===== config.mk =====
export PLATFORM = sky130hd
export DESIGN_NAME = mmts_cell
export DESIGN_NICKNAME = d
export VERILOG_FILES = /design/src/rtl/core/mmts_pkg.sv /design/src/rtl/core/mmts_cell.sv
export SDC_FILE = /design/constraint.sdc
export NUM_CORES = 1
export LEC_CHECK = 0
export ABC_AREA = 1
export BUFFER_PORTS_ARGS = -buffer_cell sky130_fd_sc_hd__buf_2
export CAP_MARGIN = 5
export CORE_MARGIN = 4
export CORE_UTILIZATION = 44
export CTS_CLUSTER_SIZE = 10
export DETAILED_ROUTE_END_ITERATION = 16
export PLACE_DENSITY = 0.84
export RECOVER_POWER = 50
export REMOVE_ABC_BUFFERS = 1
export SYNTH_ARGS = -nofsm -noshare
export SYNTH_HDL_FRONTEND = slang
export SYNTH_SLANG_ARGS = --single-unit

===== constraint.sdc =====
create_clock -name clk -period 2.9 [get_ports clk]
set_input_delay 0.58 -clock clk [delete_from_list [all_inputs] [get_ports clk]]
set_output_delay 0.58 -clock clk [all_outputs]
set_load 0.01 [all_outputs]

===== src/rtl/core/mmts_pkg.sv =====
package mmts_pkg;

  localparam int DEPTH       = 256;
  localparam int VALUE_WIDTH = 32;
  localparam int MAX_W       = VALUE_WIDTH - 1;
  localparam int CNT_W       = $clog2(DEPTH + 1);
  localparam int SUM_W       = VALUE_WIDTH + $clog2(DEPTH);
  localparam int STEP_W      = $clog2(SUM_W + 1);

  localparam logic MODE_PUSH = 1'b0;
  localparam logic MODE_POP  = 1'b1;

  // shift command broadcast to every cell of the stack chain
  typedef struct packed {
    logic push;
    logic pop;
  } shift_t;

  // divider status
  typedef struct packed {
    logic busy;
    logic done;
  } div_stat_t;

endpackage


===== src/rtl/core/mmts_cell.sv =====
module mmts_cell import mmts_pkg::*; (
  input  logic                          clk,
  input  shift_t                        shift,
  input  logic signed [VALUE_WIDTH-1:0] up_val,
  input  logic        [MAX_W-1:0]       up_pmax,
  input  logic signed [VALUE_WIDTH-1:0] dn_val,
  input  logic        [MAX_W-1:0]       dn_pmax,
  output logic signed [VALUE_WIDTH-1:0] val,
  output logic        [MAX_W-1:0]       pmax
);

  // pmax holds the largest entry at or below this cell, floored at zero
  logic signed [VALUE_WIDTH-1:0] val_r;
  logic        [MAX_W-1:0]       pmax_r;

  always_ff @(posedge clk) begin
    if (shift.push) begin
      val_r  <= up_val;
      pmax_r <= up_pmax;
    end else if (shift.pop) begin
      val_r  <= dn_val;
      pmax_r <= dn_pmax;
    end
  end

  assign val  = val_r;
  assign pmax = pmax_r;

endmodule


Yosys cells after proc, flatten, opt, wreduce, memory -nomap -nowiden
Index checks and enable logic that the tools add are counted.
- muxes and demuxes: 4
- reduce and logical (&&, ||, !) cells: 1
- operators with widths (cell ; count):
    two-way mux 32 bit ; 2
    two-way mux 31 bit ; 2
    nonzero test 2 bit ; 1
- register bits after elaboration: 63
- word-level logic and storage cells: 7
- output and inout port bits: 63
- input bits: 129

Longest topological paths before layout
- depth after elaboration: 2
- mapped depth: 4
- gate-level depth less buffers: 3

Least setup slack after synthesis
No wires, ideal clock.
- path kind: in2reg
- start point: in shift[1] in the netlist's numbering
- end point: reg pmax_r[0], in the netlist pmax[0], enable pin
- stages: 2
- required time: 2.506 ns
- setup time: 0.394 ns
- buffers on the path: 1
- setup slack: 0.936 ns
- arrival time: 1.571 ns
- cell sequence: buf_4 > or2_2
- longest elaborated chain between the ends: 1
- ends and longest elaborated chain (item ; line ; RTL):
    start, declared ; mmts_cell.sv:3 ; input shift_t shift,
    nonzero test 2 bit (no source line) ; n/a ;
    end signal, assigned ; mmts_cell.sv:19 ; pmax_r <= up_pmax;
    end signal, assigned ; mmts_cell.sv:22 ; pmax_r <= dn_pmax;
    end, declared ; mmts_cell.sv:14 ; logic [MAX_W-1:0] pmax_r;
No other way between the ends.
A chain may end at the register's enable or synchronous reset.

Worst setup path in the final report
- start point: in shift[1] in the netlist's numbering
- end point: reg pmax_r[20], in the netlist pmax[20], data pin
- longest elaborated chain between the ends: 1
- ends and longest elaborated chain (item ; line ; RTL):
    two-way mux 31 bit ; mmts_cell.sv:17 ; if (shift.push) begin
No other way between the ends.

==> flow_metrics.env <==
export IMPL_root_buffer="clkbuf_8"
export IMPL_ir_drop_mv=0.362
export IMPL_fin_area_um2=3780
export IMPL_cts_setup_buffers=0
export IMPL_drt_iter0_markers=71
export IMPL_dp_slack_ns=0.595
export IMPL_area_growth_syn_to_layout_pct=38.5
export IMPL_met1_usage_pct=19.6
export IMPL_cp_required_ns=2.95
export IMPL_grt_pass1_vias=2481
export IMPL_top_usage_layer="met2"
export IMPL_io_buffers=191
export IMPL_endpoint_kind="flop"
export IMPL_antenna_found_initial=0
export IMPL_wirelength_mm=7.29
export IMPL_drive_above_1_share_pct=31.3
export IMPL_num_vias=2501
export IMPL_finalHoldViolations=0
export IMPL_final_cell_mix="nand2_1, buf_2, clkbuf_1"
export IMPL_post_route_min_period_ns=1.99
export IMPL_critical_path_slowest_cell="inv_2"
export IMPL_use_met3_pct=5.99
export IMPL_cts_resized=0
export IMPL_grt_usage_pct=19.1
export IMPL_clkSinkCount=63
export IMPL_fp_dieH_um=86.8
export IMPL_fin_ws_ns=0.909
export IMPL_ys_seq_elements=63
export IMPL_cts_buffers=9
export IMPL_use_met2_pct=35.0
export IMPL_cp_cell_sequence="buf_2, buf_4, inv_2, nand2_1, nand2_1"
export IMPL_finalCritPeriodShare_pct=68.6
export IMPL_tightest_slew_ns=1.04
export IMPL_drtAntennaViolNets=0
export IMPL_setup_tns_ns=0
export IMPL_drv_slew=0
export IMPL_arrival_ns=2.04
export IMPL_route_detailed_drc=0
export IMPL_dpl_instance_area_um2=3680
export IMPL_grt_max_degree=65
export IMPL_syn_inst=267
export IMPL_relSlewSlack_pct=30.5
export IMPL_rsz0062_at_grt="false"
export IMPL_gp_congestion=0.779
export IMPL_dieArea_um2=7530
export IMPL_wl_per_cell_um=13.5
export IMPL_synthDistinctLibCells=7
export IMPL_diodes=0
export IMPL_dp_hpwl_mm=5.48
export IMPL_cp_start_kind="input port"
export IMPL_overflow=0
export IMPL_crit_path_max_incr_delay_ns=0.57
export IMPL_fp_coreArea_um2=5960
export IMPL_crit_type="in -> reg"
export IMPL_mostFrequentLayoutCell="nand2_1"
export IMPL_core_rowCount=28
export IMPL_tritoncts="built"
export IMPL_start_util_pct=45.9
export IMPL_outcome="complete, no violations"
export IMPL_first_pass_iters=4
export IMPL_clk_pin_slew_worst_paths_ns=0.07
export IMPL_io_pins=192
export IMPL_drv_cap=0
export IMPL_crit_fanout=64
export IMPL_htreeDepth=3
export IMPL_clk_path_buf_depth=2
export IMPL_setup_violations=0
export IMPL_ys_seq_area_share_pct=69.3
export IMPL_nNetsFinal=588
export IMPL_hold_class="in -> reg"
export IMPL_synth_area_um2=2730
export IMPL_cp_common_cell="nand2_1"
export IMPL_via_per_inst=4.64
export IMPL_syn_area_per_cell_um2=10.2
export IMPL_hold_buffers=0
export IMPL_ys_warnings_count=0
export IMPL_clock_fmax_ghz=0.502
export IMPL_grt_pass1_wl_mm=11.0
export IMPL_power_density_nw_per_um2=575
export IMPL_leakage_uw=0.00189
export IMPL_die_w_um=86.8
power breakdown:
part	switching, uW	leakage, uW	total (uW)	internal [uW]
Clock	314	0.0000925	699	386
Sequential	27.2	0.000649	1150	1120
Combinational	199	0.00115	330	131
Total	539	0.00189	2180	1640
path summary, 6_finish.rpt:
check,start,to,slack (ns),cells past startpoint
setup / recovery,shift[1],pmax[20],0.91,5
hold / removal,dn_pmax[18],pmax[18],0.52,3
layer usage:
| metal | part of all wire (%) | wire length (um) |
|---|---|---|
| met5 | 0 | 0 |
| met4 | 2.9 | 212 |
| met3 | 10 | 747 |
| met1 | 34 | 2510 |
| met2 | 52 | 3820 |
cells by family (layout without fill, tap and decap cells):
kind of cell	Yosys count	in the layout	share of synthesized area, %
buf+inv	14	211	4.54
simple gates	190	190	26.2
flops	63	63	69.3
synthesized netlist by cell type:
cell / instances / area share, %
inv_2: 1 / 0.14
buf_4: 1 / 0.27
buf_2: 6 / 1.1
or2_2: 1 / 0.23
edfxtp_1: 63 / 69
clkbuf_8: 6 / 3.0
nand2_1: 189 / 26
metrics by stage:
stage | cells | utilization [%] | total power, uW | hold slack (ns)
after global placement | 523 | 61.8 | 1510 | 0.841
after CTS | 539 | 64.9 | 2220 | 0.509
final | 539 | 63.5 | 2180 | 0.525
after floorplan | 254 | - | 1300 | 0.759
after global routing | 539 | 63.5 | 2280 | 0.510
after detailed placement | 523 | 61.8 | 1520 | 0.845
cell type report:
| cell class | count | area (um^2) |
|---|---|---|
| Timing Repair Buffer | 194 | 900 |
| Tap cell | 75 | 93.8 |
| Clock buffer | 10 | 128 |
| Multi-Input combinational cell | 190 | 716 |
| Clock inverter | 6 | 51.3 |
| Sequential cell | 63 | 1890 |
| Fill cell | 556 | 2170 |
| Inverter | 1 | 3.75 |
sequential cells by signal, summed over array words and instances, names as in the netlist:
signal	cells
pmax	31
val	32
worst max-delay path: cells and delay by family:
kind,cells,cell delay (ns)
and+or+nand+nor,2,0.27
buffers and inverters,3,1.15
Note: power is estimated with default switching activity, not from simulation.
