**src/rtl/core/mmts_pkg.sv**
```systemverilog
package mmts_pkg;

  localparam int DEPTH       = 256;
  localparam int VALUE_WIDTH = 32;
  localparam int MAX_W       = VALUE_WIDTH - 1;
  localparam int CNT_W       = $clog2(DEPTH + 1);
  localparam int SUM_W       = VALUE_WIDTH + $clog2(DEPTH);
  localparam int STEP_W      = $clog2(SUM_W + 1);

  localparam logic MODE_PUSH = 1'b0;
  localparam logic MODE_POP  = 1'b1;

  // shift command broadcast to every cell of the stack chain
  typedef struct packed {
    logic push;
    logic pop;
  } shift_t;

  // divider status
  typedef struct packed {
    logic busy;
    logic done;
  } div_stat_t;

endpackage

```
**src/rtl/core/mmts_div.sv**
```systemverilog
module mmts_div import mmts_pkg::*; (
  input  logic                          clk,
  input  logic                          rst_n,
  input  logic                          start,
  input  logic signed [SUM_W-1:0]       dividend,
  input  logic        [CNT_W-1:0]       divisor,
  output div_stat_t                     stat,
  output logic signed [VALUE_WIDTH-1:0] quotient
);

  logic [SUM_W-1:0]  quo_r, quo_nxt;
  logic [CNT_W:0]    rem_r, rem_nxt;
  logic [CNT_W-1:0]  dvs_r;
  logic              neg_r;
  logic [STEP_W-1:0] step_r, step_nxt;
  logic              busy_r, busy_nxt;
  logic              done_r, done_nxt;
  logic [CNT_W:0]    rem_sh;
  logic              fits;
  logic [SUM_W-1:0]  quo_signed;

  // one quotient bit per cycle, restoring
  always_comb begin
    rem_sh   = {rem_r[CNT_W-1:0], quo_r[SUM_W-1]};
    fits     = rem_sh >= {1'b0, dvs_r};
    rem_nxt  = fits ? rem_sh - {1'b0, dvs_r} : rem_sh;
    quo_nxt  = {quo_r[SUM_W-2:0], fits};
    step_nxt = step_r + 1'b1;
    busy_nxt = busy_r;
    done_nxt = 1'b0;
    if (busy_r && step_r == STEP_W'(SUM_W - 1)) begin
      busy_nxt = 1'b0;
      done_nxt = 1'b1;
    end
  end

  always_ff @(posedge clk) begin
    if (!rst_n) begin
      busy_r <= 1'b0;
      done_r <= 1'b0;
      step_r <= '0;
    end else if (start) begin
      busy_r <= 1'b1;
      done_r <= 1'b0;
      step_r <= '0;
    end else begin
      busy_r <= busy_nxt;
      done_r <= done_nxt;
      if (busy_r) begin
        step_r <= step_nxt;
      end
    end
  end

  always_ff @(posedge clk) begin
    if (start) begin
      neg_r <= dividend[SUM_W-1];
      quo_r <= dividend[SUM_W-1] ? SUM_W'(-dividend) : SUM_W'(dividend);
      rem_r <= '0;
      dvs_r <= divisor;
    end else if (busy_r) begin
      quo_r <= quo_nxt;
      rem_r <= rem_nxt;
    end
  end

  // truncation toward zero: divide magnitudes, then restore the sign
  assign quo_signed = neg_r ? SUM_W'(-quo_r) : quo_r;
  assign quotient   = quo_signed[VALUE_WIDTH-1:0];
  assign stat.busy  = busy_r;
  assign stat.done  = done_r;

endmodule

```
**config.mk**
```make
export PLATFORM = sky130hd
export DESIGN_NAME = mmts_div
export DESIGN_NICKNAME = d
export VERILOG_FILES = /design/src/rtl/core/mmts_pkg.sv /design/src/rtl/core/mmts_div.sv
export SDC_FILE = /design/constraint.sdc
export NUM_CORES = 1
export LEC_CHECK = 0
export ABC_AREA = 1
export BUFFER_PORTS_ARGS = -buffer_cell sky130_fd_sc_hd__buf_2
export CAP_MARGIN = 30
export CORE_ASPECT_RATIO = 0.5
export CORE_UTILIZATION = 57
export CTS_BUF_LIST = sky130_fd_sc_hd__clkbuf_8
export CTS_CLUSTER_SIZE = 25
export DETAILED_ROUTE_END_ITERATION = 16
export GPL_TIMING_DRIVEN = 0
export HOLD_SLACK_MARGIN = 0.1
export PLACE_DENSITY = 0.8
export SLEW_MARGIN = 30
export SYNTH_ARGS = -nofsm -noshare
export SYNTH_HDL_FRONTEND = slang
export SYNTH_SLANG_ARGS = --single-unit
```
**constraint.sdc**
```tcl
create_clock -name clk -period 2.6 [get_ports clk]
set_clock_uncertainty 0.1 [all_clocks]
set_input_delay 0.26 -clock clk [delete_from_list [all_inputs] [get_ports clk]]
set_output_delay 0.26 -clock clk [all_outputs]
set_load 0.01 [all_outputs]
```
Yosys cells after proc, flatten, opt, wreduce, memory -nomap -nowiden
Index checks and enable logic that the tools add are counted.

cells by class
  add/sub/neg operators = 4
  multipliers = 0
  div/mod/pow operators = 0
  magnitude comparators = 1
  equal/unequal tests = 1
  shifts and indexed selects = 0
  multiplexer cells = 8
  bitwise operators = 1
  reductions and logical operators = 4

operators by type and width
  cell                                          count
  two-way mux 40 bit                            3
  negator 40 bit                                1
  two-way mux 32 bit                            1
  negator 32 bit                                1
  >= comparator 10 x 9 -> 1 bit                 1
  two-way mux 9 bit                             1
  subtractor 9 bit                              1
  adder 6 x 1 -> 6 bit (second input constant)  1
  equality test 6 bit (second input constant)   1
  nonzero test 2 bit                            2
  two-way mux 1 bit                             3
  OR reduction 2 bit                            1
  logical AND 1 bit                             1
  inverter 1 bit                                1

storage, ports and cells
  register bits after elaboration = 67
  bits in latches = 0
  RAM bits = 0
  ROM bits = 0
  word-level logic and storage cells = 26
  memories = 0

Depth between registers and ports, before layout
  depth in word-level cells = 4
  gate-level depth with buffers = 14
  mapped depth without buffers = 14

Worst setup path after synthesis
No wires, ideal clock.

  kind = flip-flop to flip-flop
  start = register quo_r[39]
  end = register quo_r[0], data pin
  arrival = 1.647 ns
  setup slack = 0.595 ns
  stages on the path, launching flop included = 13
  path buffers = 0
  period minus slack after synthesis = 2.005 ns
  cell sequence = edfxtp_1 inv_1 ha_1 inv_1 fa_1 inv_1 nor2_2 nor2_2 o21bai_4 nand3_4 nand2_8 nand2_1 o21ai_1

between the ends
  longest elaborated chain between the ends = 3

RTL lines
  what                           line            RTL
  start, declared                mmts_div.sv:11  logic [SUM_W-1:0] quo_r, quo_nxt;
  start signal, assigned         mmts_div.sv:58  quo_r <= dividend[SUM_W-1] ? SUM_W'(-dividend) : SUM_W'(dividend);
  start signal, assigned         mmts_div.sv:62  quo_r <= quo_nxt;
  >= comparator 10 x 9 -> 1 bit  mmts_div.sv:25  fits = rem_sh >= {1'b0, dvs_r};
  two-way mux 40 bit             mmts_div.sv:61  end else if (busy_r) begin
  two-way mux 40 bit             mmts_div.sv:56  if (start) begin

No other way between the ends. The select of a mux whose other input is x is not followed.
A chain may end at the register's enable or synchronous reset.

Final worst setup path
  start = register quo_r[0]
  end = output port quotient[13]

between the ends
  longest elaborated chain between the ends = 2

RTL lines
  what                line            RTL
  negator 32 bit      mmts_div.sv:68  assign quo_signed = neg_r ? SUM_W'(-quo_r) : quo_r;
  two-way mux 32 bit  mmts_div.sv:68
  end, declared       mmts_div.sv:8   output logic signed [VALUE_WIDTH-1:0] quotient

No other way between the ends.

==> metrics <==
status completed; # fillers 763; Ys Warns 0; critical path type reg2out; boundary pin count 86; n_diodes 0; Detail Placement HPWL 12.70 mm; synthesized area about 5400 um^2; grt ovf 0; hold_ws between 0.15 and 0.2 ns; register area 1842 um^2; Die H about 70 um; All-Layer GR Usage around 34%; CTS root buffer clkbuf_8; Worst Max-Slew Pin Slew 0.7558 ns; cts bufs inserted 9; syn_nets between 800 and 900; crit path max fanout 8; footprint of the multi-input gates 3132 um^2; Max-cap violations 0; DR vias/cell 5.603; Final Hold Vio Count 0; die area 9958 um^2; Hold Crit Endpoint dvs_r[4]; CTS tree done; RSZ-0062 raised after global routing yes; # clock sinks 67; num rows 24; Peak VDD IR 0.2982 mV; GPL Wtd Cong 0.9711; clock transition at the registers of the reported paths about 0.090 ns; Tightest Hold Check Type in2reg; clock latency at the later pin of the worst-skew pair between 0.3 and 0.4 ns; fin crit share 97.13%; max_slew headroom 49.43%; critical path endpoint category primary output; Static Leak between 3 and 4 nW; Post-synth EDFFs 50; flop2flop setup slack roughly 0.30 ns; cell count after synthesis 782; initial antenna violation count 0; largest net degree at the start of global routing 31; per-cell routed wire length around 16 um; Die Wd roughly 140 um; critical path launch point type register; # setup viols final 0; Initial Util about three fifths; area grow syn2layout 17.33%; Final ANT Viol Nets 0; Synth cell types 46; CP required ~2.2 ns; Clock Path Buffers 2; Hold Crit Depth 1; setup tns final 0 ns; Hold Path Origin start; Post-synth top flop edfxtp_1; DRC marker count from the first detailed-route iteration 470; FF-to-FF path depth 12; total power divided by cell area approximately 500 nW/um^2; ys async rst share 0%; first-pass detailed-route iteration total 5; DRC 0; sequential-to-total area share from yosys stat ~34%; DR vias around 5700; Critical Path AT 2.17 ns; DRT Wirelength around 16 mm; crit path time final around 2.5 ns; Seq cells post-synth 67; cell taking the most area after synthesis edfxtp_1; post-synth top area share 27.61%; FMAX 396.0 MHz; PortBufs 85; final-stage net count 957; syn_area_per_cell 6.954 um^2; top cells by area, synth edfxtp_1, nand2_1, nand3_1; Core Footprint roughly 9000 um^2; Reg-to-Reg End quo_r[0]; vias in the first global route between 5000 and 6000; layout cells sized above 1 18.39%; global-route wire length before repair 26.17 mm; R2R Path Start quo_r[39]; Clock H-tree levels 3; Slew Viols, Final 0
[stage by stage]
| step | util, % | power, mW | worst slack [ns] | instances | instance area [um^2] |
|---|---|---|---|---|---|
| after global placement | 66.93 | 2.184 | -0.1195 | 984 | 6010 |
| after CTS | 70.65 | 3.140 | 0.003380 | 1012 | 6344 |
| final | 71.06 | 3.163 | 0.07460 | 1014 | 6380 |
| after global routing | 71.06 | 3.298 | -0.008473 | 1014 | 6380 |
| after detailed placement | 67.15 | 2.203 | 0.3820 | 985 | 6030 |
| after floorplan | - | 1.877 | 0.5952 | 782 | 5438 |
[logic make-up after synthesis]
| family | count (synthesis) | synth area share [%] |
|---|---|---|
| adders and majority gates | 13 | 3.129 |
| xor gates and xnor gates | 40 | 6.443 |
| and+or+nand+nor | 453 | 38.20 |
| buffers and inverters | 123 | 8.928 |
| DFF | 67 | 33.87 |
| AOI/OAI and AO/OA | 86 | 9.434 |
[synthesized netlist by cell type (3+ instances only)]
cell type and number:
inv_2 6, ha_1 12, nand2_2 3, nand3_1 82, a31oi_1 3, dfxtp_1 17
buf_2 7, nor3_1 14, buf_4 4, xnor2_1 6, nor2_1 83, a21oi_1 13
edfxtp_1 50, clkbuf_1 10, o21ai_1 20, nand3_2 5, xor2_1 34, nand3b_1 12
nand2_1 215, nand4_1 10, o211ai_1 4, nor2_4 3, o21ai_0 34, inv_1 95
nor2_2 14
[worst max path at each step]
stage / end / slack, ns / cells past startpoint / from
final: quotient[13] / 0.07 / 8 / quo_r[0]
after global routing: quotient[17] / -0.008 / 10 / quo_r[0]
after detailed placement: quo_r[0] / 0.38 / 12 / quo_r[39]
after CTS: quotient[20] / 0.003 / 10 / quo_r[0]
after floorplan: quo_r[0] / 0.60 / 12 / quo_r[39]
after global placement: quo_r[36] / -0.12 / 4 / start
[layout by cell type, fill, tap and decap left out, types with 5 or more instances in the layout]
master	instances
nand2_1	215
inv_1	93
buf_2	92
nor2_1	83
nand3_1	82
edfxtp_1	50
o21ai_0	34
xor2_1	34
o21ai_1	20
dfxtp_1	17
a21oi_1	13
nor2_2	13
nor3_1	13
nand3b_1	12
ha_1	11
dlygate4sd3_1	11
clkbuf_1	10
nand4_1	10
clkbuf_8	9
inv_2	8
xnor2_1	6
buf_4	6
nand3_2	5
[worst max-delay path, stage by stage, from the launching register on]
cell and delay, ns:
edfxtp_1 0.45, buf_4 0.17, nor3_4 0.24, nand4_4 0.17, nor2_4 0.23, nand2_1 0.09, nand2_1 0.08, xor2_1 0.19
buf_2 0.16
[state kept, by name (all words and copies together) (netlist names)]
register	flops
neg_r	1
rem_r	9
quo_r	40
busy_r	1
dvs_r	9
step_r	6
done_r	1
[layer usage]
layer | global-route usage [%] | part of all wire [%]
met5 | 0 | 0
met2 | 57.06 | 46
met4 | 12.09 | 1.9
met3 | 6.500 | 8.9
met1 | 44.93 | 43
[power by group]
group          leakage, nW  switching, mW  total, mW  internal [mW]
Clock                0.107          0.475      0.936          0.461
Combinational         2.26          0.561      0.873          0.313
Sequential           0.646         0.0891       1.35           1.26
[area by class of cell]
type                    count  area share [%]
plain buffers              22           1.667
clock buffers               9           1.942
clock inverters             7           1.255
inverters                 101           5.942
multi-input cells         592           49.09
flip-flops and latches     67           28.87
well taps                 117           2.295
repair buffers             99           8.943
[timing repair]
| item | 4_1_cts | 5_1_grt |
|---|---|---|
| setup buffers | 0 | 2 |
| setup endpoints to repair | 0 | 8 |
| endpoints found under the hold margin | 11 | 0 |
| gates resized for setup | 0 | 5 |
| hold buffers | 11 | 0 |
Power figures use the tool's default switching activity.
